$ cat config.mk
export PLATFORM = sky130hd
export DESIGN_NAME = gsoec_ctrl
export DESIGN_NICKNAME = d
export VERILOG_FILES = /design/src/gsoec_pkg.sv /design/src/gsoec_ctrl.sv
export SDC_FILE = /design/constraint.sdc
export NUM_CORES = 1
export LEC_CHECK = 0
export ABC_AREA = 1
export BUFFER_PORTS_ARGS = -buffer_cell sky130_fd_sc_hd__clkbuf_2
export CORE_AREA = 2 2 39 41
export DETAILED_ROUTE_END_ITERATION = 12
export DIE_AREA = 0 0 41 43
export PLACE_DENSITY_LB_ADDON = 0.05
export SETUP_SLACK_MARGIN = 0.05
export SLEW_MARGIN = 20
export SYNTH_ARGS = -nofsm -noshare
export SYNTH_HDL_FRONTEND = slang
export SYNTH_SLANG_ARGS = --single-unit
export TNS_END_PERCENT = 50
$ cat constraint.sdc
create_clock -name clock -period 1 [get_ports clock]
set_input_delay 0.1 -clock clock [delete_from_list [all_inputs] [get_ports clock]]
set_output_delay 0.1 -clock clock [all_outputs]
set_load 0.02 [all_outputs]
$ cat src/gsoec_pkg.sv
// shared types and codes for the gene-set overlap exceed counter
package gsoec_pkg;

   // request codes carried in the req_type field
   typedef enum logic [2:0] {
      REQ_CLEAR = 3'd0,
      REQ_ADD   = 3'd1,
      REQ_PROBE = 3'd2,
      REQ_CLOSE = 3'd3,
      REQ_READ  = 3'd4
   } req_code_type;

   localparam logic [15:0] COUNT_MAX = 16'hFFFF;
   localparam logic [31:0] TOTAL_MAX = 32'hFFFF_FFFF;

   typedef struct packed {
      logic [2:0]  req_type;
      logic [14:0] gene_id;
      logic [11:0] category;
      logic [16:0] baseline;
   } req_payload_type;

   typedef struct packed {
      logic [11:0] category_out;
      logic        exceeded;
      logic [31:0] exceed_total;
      logic [15:0] hits;
      logic [15:0] targets;
   } rsp_payload_type;

   // controller to datapath
   typedef struct packed {
      logic capture;
      logic lookup;
      logic commit;
      logic sweep;
      logic sweep_all;
   } dp_cmd_type;

   // datapath to controller
   typedef struct packed {
      logic commit_ok;
      logic sweep_done;
   } dp_status_type;

endpackage

$ cat src/gsoec_ctrl.sv
// controller: sequences sweep, lookup and update steps of each item
module gsoec_ctrl import gsoec_pkg::*; (
   input  logic          clock,
   input  logic          reset,
   input  logic          req_valid,
   input  logic [2:0]    req_code,
   output logic          req_stall,
   output dp_cmd_type    cmd,
   input  dp_status_type status
);

   typedef enum logic [2:0] {
      S_INIT,
      S_IDLE,
      S_LOOKUP,
      S_UPDATE,
      S_CLEAR
   } state_type;

   state_type state_ff, state_in;
   logic      accept;

   assign req_stall = state_ff != S_IDLE;
   assign accept    = req_valid && (state_ff == S_IDLE);

   always_comb begin
      cmd       = '0;
      state_in  = state_ff;
      case (state_ff)
         S_INIT: begin
            cmd.sweep     = 1'b1;
            cmd.sweep_all = 1'b1;
            if (status.sweep_done) begin
               state_in = S_IDLE;
            end
         end
         S_IDLE: begin
            if (accept) begin
               cmd.capture = 1'b1;
               case (req_code)
                  REQ_CLEAR: state_in = S_CLEAR;
                  REQ_ADD, REQ_PROBE, REQ_CLOSE, REQ_READ: state_in = S_LOOKUP;
                  default: state_in = S_IDLE;
               endcase
            end
         end
         S_LOOKUP: begin
            cmd.lookup = 1'b1;
            state_in   = S_UPDATE;
         end
         S_UPDATE: begin
            // results wait here until the output register can take them
            if (status.commit_ok) begin
               cmd.commit = 1'b1;
               state_in   = S_IDLE;
            end
         end
         S_CLEAR: begin
            cmd.sweep = 1'b1;
            if (status.sweep_done) begin
               state_in = S_IDLE;
            end
         end
         default: state_in = S_IDLE;
      endcase
   end

   always_ff @(posedge clock) begin
      if (reset) begin
         state_ff <= S_INIT;
      end else begin
         state_ff <= state_in;
      end
   end

endmodule
* After elaboration in Yosys (flattened, before gate mapping)
Index checks and enable logic that the tools add are counted.
Widths: inputs -> output; s select.
** Storage, ports and cells
- Bits in registers :: 3
- Word-level logic and storage cells :: 31
- Output and inout bits :: 6
** Operators by class
- Muxes and demuxes :: 12
- Reduce and logical (&&, ||, !) cells :: 6
- Equal/unequal tests :: 12
** Operators with widths (count)
- $eq 3x2->1 const B :: 4
- $pmux 3 s4 :: 1
- $mux 3 :: 3
- $mux 1 :: 7
- $eq 3x1->1 const B :: 2
- $eq 3x3->1 const B :: 2
- $logic_not 3->1 :: 2
- $pmux 3 s2 :: 1
- $ne 2x2->1 const B :: 2
- $reduce_or 4->1 :: 1
- $ne 3x1->1 const B :: 1
- $reduce_and 3->1 :: 1
- $ne 2x1->1 const B :: 1
- $reduce_or 2->1 :: 1
- $logic_and 1x1->1 :: 1

* Longest topological paths before layout
Gate-level depths: netlist (run 1).
- Depth after elaboration :: 5
- Depth in mapped cells :: 7
- Mapped depth without buffers :: 7

* Worst setup path before layout (run 1)
No wires, ideal clock.
- Path kind :: flip-flop to output port
- Start point :: reg state_ff[1]
- End point :: out cmd[2] (netlist name)
- Path slack :: -0.068 ns
- Data arrival time :: 0.968 ns
- Stages on the path, launching flop included :: 3
- Cells stage by stage :: dfxtp_1 > nand2_1 > nor3_1
** RTL lines
- from (decl) :: RTL line gsoec_ctrl.sv:20 : state_type state_ff, state_in;
- from (signal assigned) :: RTL line gsoec_ctrl.sv:72 : state_ff <= state_in;
- to (decl) :: RTL line gsoec_ctrl.sv:8 : output dp_cmd_type cmd,

==> results.md, run 1 <==
* Synth area leader: dfxtp_1
* Critical path fanouts, max at 3
* CTS Hold Bufs at 0
* Slew Limit Headroom at about four fifths
* Largest Register: state_ff
* Top-count cell post-synth: nand2_1
* Via count at roughly 340
* Hold Worst Slack at 0.0623 ns
* CP arrival at between 1 and 1.5 ns
* CTS sink count at 3
* Register bit total from synthesis at 3
* Final min period at roughly 1.1 ns
* Leakage Power at about 0.27 nW
* Yosys top cell area share at roughly 24%
* Via density at 3.99
* Worst hold path class: in -> reg
* Sw frac at 35.6%
* Starting Density at 17.8%
* RR Startpoint: state_ff[2]
* Final Cycle Share at 113%
* Fin. Hold Viols at 0
* Die Wd at 41 um
* First-pass GRT wire length at between 1000 and 1500 um
* Clock skew at approximately 0.00052 ns
* DRC violations left at 0
* Worst slew pin tran at ~0.30 ns
* Async SR Flop Fraction at 0%
* Antenna-violating nets left at 0
* Cells after Synth at 42
* Core region area at 0.00138 mm^2
* Worst path required time at ~0.9 ns
* Share of cells above drive strength 1 at between 70 and 80%
* Largest net degree at the start of global routing at 7
* Int Power at ~0.46 mW
* Clock transition at the registers of the reported paths at 0.04 ns
* Post-synth EDFFs at 0
* Max VDD drop at between 500 and 600 uV
* P per Cell Area at 1330 mW/mm^2
* CTS tree: built
* Die height at about 43 um
* Mapped Area at ~250 um^2
* Layout net count at 77
* Overall routing resource usage at ~10%
* IO buf count at 13
* Skew-Pair Late Insertion Delay at about 0.23 ns
* Detailed-placement wirelength estimate at between 500 and 600 um
* Net switching power at around 0.25 mW
* Initial DRC Count at 4
* Final GP Congestion at 0.631
* Avg Inst Size Synth at between 5 and 6 um^2
* CTS H-tree depth at 1
* Drt pass-1 iters at 3
* N_diodes at 0
* Peak Freq at between 800 and 900 MHz
* Io pins at 14
* Unrepaired setup endpoints after global routing: yes
* Initial antenna violation count at 0
* Setup TNS at -0.806 ns
* Max-cap violations at 0
* Pins over their slew limit at 0
* Area after DPL at around 370 um^2
* Worst Setup SP: state_ff[2]
* Setup Viol. Count Final at 9
* Worst Setup Start Kind: register
* Die ar. at approximately 0.0018 mm^2
* Biggest regs: state_ff x3
* Ys flop type: dfxtp_1
* Rows at 14
* Post-DR wirelength/cell at roughly 8.3 um
* Synth top area cells: dfxtp_1 24%, nand2_1 12%, inv_1 11%
* Post-layout power at 0.709 mW
* Clk buf depth at 2
* Combinational share of power at approximately 49%
* Critical path type: reg -> out
* Total grt overflow at 0
* Design area at approximately 530 um^2
* Min-delay src: reset
* Synth Net Count at 50
* Setup slack at placement at -0.0398 ns
* PnR worst setup slack at -0.126 ns
* Crit end category: output port
* Status: finished, violations left
* Clk pwr share at 29.2%
* Synth warn at 0
* Vias in the first global route at about 300
* Max FFs per register at 3
* Commonest cells post-synth: 8 x nand2_1, 7 x inv_1, 7 x nor2_1
* CTS buffer count at 3
* Post-synthesis sequential area ratio at around 24%
* Final wirelength at ~700 um
* Violated checks: negative setup slack
* Synth-to-Final Area Change at 116%
* Clk root buf: clkbuf_4
* Netlist cell types at 14
* Flop pwr share at ~22%
repair_timing:
action / CTS / global route
buffers inserted: 6 / 1
pin swaps: 2 / 5
cloned: 0 / 0
endpoints found under the setup margin: 9 / 9
resized for setup: 16 / 12
power by group through the flow:
stage	Clock, mW	Combinational, mW	Sequential (mW)
floorplan	0	0.150	0.157
global placement	0	0.227	0.162
detailed placement	0	0.223	0.161
CTS	0.219	0.318	0.154
global route	0.229	0.378	0.156
finish	0.207	0.347	0.155
layout by cell type (no fill, tap or decap), drive strengths merged:
| master | n |
|---|---|
| clkbuf | 14 |
| nand2 | 10 |
| nor2 | 10 |
| dfxtp | 3 |
| a21oi | 2 |
| nor3 | 2 |
| buf | 12 |
| inv | 9 |
| nand3 | 4 |
| o21ai | 2 |
worst max-delay path, stage by stage (launching register included):
cell	delay, ns
dfxtp_2	0.31
inv_2	0.06
nand2_2	0.06
nor2_4	0.10
inv_2	0.06
nor2_4	0.08
buf_8	0.11
per-stage QoR:
stage / utilization [%] / instances
3_3_place_gp: 26.8 / 74
5_1_grt: 38.5 / 84
4_1_cts: 36.0 / 84
2_1_floorplan: - / 42
6_report: 38.5 / 84
3_5_place_dp: 26.8 / 74
cell type report:
cell class,count,area [um^2]
Fill cell,146,851
Multi-Input combinational cell,30,213
Timing Repair Buffer,22,171
Sequential cell,3,68.8
Inverter,9,33.8
Clock buffer,4,26.3
Tap cell,16,20.0
worst paths after layout:
check                                    to  slack, ns  depth (start not counted)
worst max-delay path                 cmd[4]      -0.13                          6
worst min register to register  state_ff[1]       0.66                          4
worst max register to register  state_ff[1]      -0.12                          8
worst min-delay path            state_ff[1]       0.06                          2
layer usage:
| layer | part of all wire (%) | global-route usage [%] | vias to the layer above |
|---|---|---|---|
| li1 | - | - | 179 |
| met1 | 44 | 12.4 | 149 |
| met2 | 51 | 13.4 | 7 |
| met3 | 4.7 | 4.71 | 0 |
| met4 | 0 | 4.00 | 0 |
| met5 | 0 | 0 | - |
cell families after synthesis:
kind of cell	Yosys count	synth area share (%)
AOI/OAI and AO/OA	4	8.12
DFF	3	24.4
and+or+nand+nor	26	53.8
buffers and inverters	9	13.7
No activity file was read; power rests on OpenSTA's default activity.
==> run 2: changes to the inputs <==
--- a/config.mk
+++ b/config.mk
@@ -7,9 +7,10 @@
 export LEC_CHECK = 0
 export ABC_AREA = 1
 export BUFFER_PORTS_ARGS = -buffer_cell sky130_fd_sc_hd__clkbuf_2
-export CORE_AREA = 2 2 39 41
+export CELL_PAD_IN_SITES_DETAIL_PLACEMENT = 2
+export CELL_PAD_IN_SITES_GLOBAL_PLACEMENT = 2
+export CORE_UTILIZATION = 15
 export DETAILED_ROUTE_END_ITERATION = 12
-export DIE_AREA = 0 0 41 43
 export PLACE_DENSITY_LB_ADDON = 0.05
 export SETUP_SLACK_MARGIN = 0.05
 export SLEW_MARGIN = 20
==> run 2 against run 1 <==
The run still ends with negative setup slack left. Clock power is essentially flat. Routed wire length is 39% higher. Flip-flop and latch count did not move.
==> results.md, run 2 (synthesis results as in run 1) <==
* Status: finished, violations left
* Violated checks: negative setup slack
* Worst path required time at 0.90 ns (about the same)
* Fin. Hold Viols at 0 (unchanged)
* Via count at 352 (+5.1%)
* Int Power at 0.441 mW (-3.5%)
* Critical path fanouts, max at 3 (unchanged)
* Starting Density at 16.2% (-1.6 points)
* Peak Freq at 859 MHz (-3.3%)
* Clk buf depth at 2 (unchanged)
* Synth-to-Final Area Change at 105%
* Detailed-placement wirelength estimate at 753 um (+42%)
* Worst hold path class: in -> reg
* PnR worst setup slack at -0.165 ns (-0.0381 ns)
* Max-cap violations at 0 (unchanged)
* Core region area at 0.00152 mm^2 (+10%)
* Crit end category: output port
* Io pins at 14 (unchanged)
* Drt pass-1 iters at 2 (-1)
* Die Wd at 42.5 um (+3.7%)
* Overall routing resource usage at 11.7% (+1.9 points)
* Commonest non-fill, non-tap cell in the layout: buf_4
* CTS buffer count at 3 (unchanged)
* Leakage Power at 0.269 nW (-1.4%)
* Post-DR wirelength/cell at 11.5 um (+39%)
* Largest net degree at the start of global routing at 7 (unchanged)
* Biggest regs: state_ff x3
* Die ar. at 0.00181 mm^2 (+2.6%)
* Final wirelength at 969 um (+39%)
* CTS H-tree depth at 1 (unchanged)
* Max VDD drop at 688 uV (+18%)
* Initial antenna violation count at 0 (unchanged)
* Unrepaired setup endpoints after global routing: yes
* DRC violations left at 0 (unchanged)
* Initial DRC Count at 2 (-2)
* Clock skew at 0.000103 ns (-0.000419 ns)
* Setup TNS at -0.867 ns (-0.0605 ns)
* Max FFs per register at 3 (unchanged)
* Total grt overflow at 0 (unchanged)
* Slew Limit Headroom at 82.2% (+2.2 points)
* N_diodes at 0 (unchanged)
* Sw frac at 36.3% (+0.72 points)
* Share of cells above drive strength 1 at 63.2% (-8.8 points)
* Via density at 4.19 (+5.1%)
* Slowest cell on crit path: dfxtp_2
* Skew-Pair Late Insertion Delay at 0.23 ns (about the same)
* Critical path type: reg -> out
* CP top delay family: flip-flops
* Cell Chain, Critical Path: inv_2 > nand2_2 > nor2_4 > inv_2 > nor2_4 > buf_8
* CTS sink count at 3 (unchanged)
* Pins over their slew limit at 0 (unchanged)
* Combinational share of power at 46.8% (-2.2 points)
* CTS tree: built
* Rows at 14 (unchanged)
* Post-layout power at 0.692 mW (-2.4%)
* P per Cell Area at 1370 mW/mm^2 (+3.2%)
* First-pass GRT wire length at 1540 um (+36%)
* Net switching power at 0.251 mW (-0.43%)
* Worst Setup Start Kind: register
* Vias in the first global route at 365 (+24%)
* CP arrival at 1.06 ns (+0.03 ns)
* Clock transition at the registers of the reported paths at 0.04 ns (about the same)
* Final min period at 1.16 ns (+0.0381 ns)
* Clk pwr share at 30.4% (+1.2 points)
* Layout net count at 77 (unchanged)
* Crit path buffers/inverters at 3 (unchanged)
* Final GP Congestion at 0.690 (+9.3%)
* Largest stage delay, worst path at 0.32 ns (about the same)
* Largest Register: state_ff
* CTS Hold Bufs at 0 (unchanged)
* Clk root buf: clkbuf_4
* Die height at 42.5 um (-1.1%)
* IO buf count at 13 (unchanged)
* Antenna-violating nets left at 0 (unchanged)
* Worst slew pin tran at 0.264 ns (-0.0324 ns)
* Most frequent cells in the layout: 10 x buf_4, 7 x nand2_1, 7 x clkbuf_2
* Flop pwr share at 22.8% (+1.0 points)
* Setup Viol. Count Final at 9 (unchanged)
* Final Cycle Share at 116% (+3.8 points)
==> run 2: cell counts in the layout (fill, tap and decap cells not counted) <==
No cell type changed its count.
==> run 2: layout make-up <==
type / count / area, um^2
Clock buffer: 4 / 26.3
Fill cell: 200 / 1020
Inverter: 9 / 33.8
Multi-Input combinational cell: 30 / 190
Sequential cell: 3 / 68.8
Tap cell: 16 / 20.0
Timing Repair Buffer: 22 / 165
==> run 2: what timing repair did <==
item	CTS	global route
gates cloned	0	0
resized for setup	15	4
setup buffers	5	0
endpoints found under the setup margin	9	9
pin swaps	2	2
==> run 2: worst reg2reg max path, stage by stage (launching register included) <==
cell	delay [ns]
dfxtp_4	0.40
nand2_1	0.12
nor2_2	0.11
nand2_2	0.08
nand2_1	0.10
nor2_1	0.05
nand2_1	0.06
a21oi_1	0.06
==> run 2: through the flow <==
stage	cells	hold slack (ns)	worst slack, ns	area (um^2)	util (%)
5_1_grt	84	0.0598	-0.228	504	33.1
2_1_floorplan	42	0.162	-0.0266	263	-
3_5_place_dp	75	0.298	-0.0667	378	24.8
6_report	84	0.0553	-0.165	504	33.1
4_1_cts	84	0.0495	-0.191	498	32.7
3_3_place_gp	75	0.286	-0.0146	378	24.8
==> run 2: power groups by stage <==
stage / Combinational [mW] / Sequential [mW] / Clock (mW)
3_5_place_dp: 0.237 / 0.161 / 0
2_1_floorplan: 0.150 / 0.157 / 0
4_1_cts: 0.317 / 0.157 / 0.224
5_1_grt: 0.349 / 0.161 / 0.234
6_report: 0.324 / 0.158 / 0.210
3_3_place_gp: 0.229 / 0.162 / 0
==> run 2: path summary, 6_finish.rpt <==
kind            endpoint         from  slack [ns]  depth (start not counted)
max               cmd[4]  state_ff[2]       -0.16                          6
min          state_ff[0]        reset        0.06                          2
max reg2reg  state_ff[1]  state_ff[1]       -0.07                          7
min reg2reg  state_ff[1]  state_ff[1]        0.69                          4
==> run 2: layer usage <==
metal	vias up	share of wire [%]	GRT usage (%)
met4	0	0	5.63
met2	10	54	20.3
li1	181	-	-
met1	161	42	13.2
met5	-	0	0
met3	0	3.5	2.59
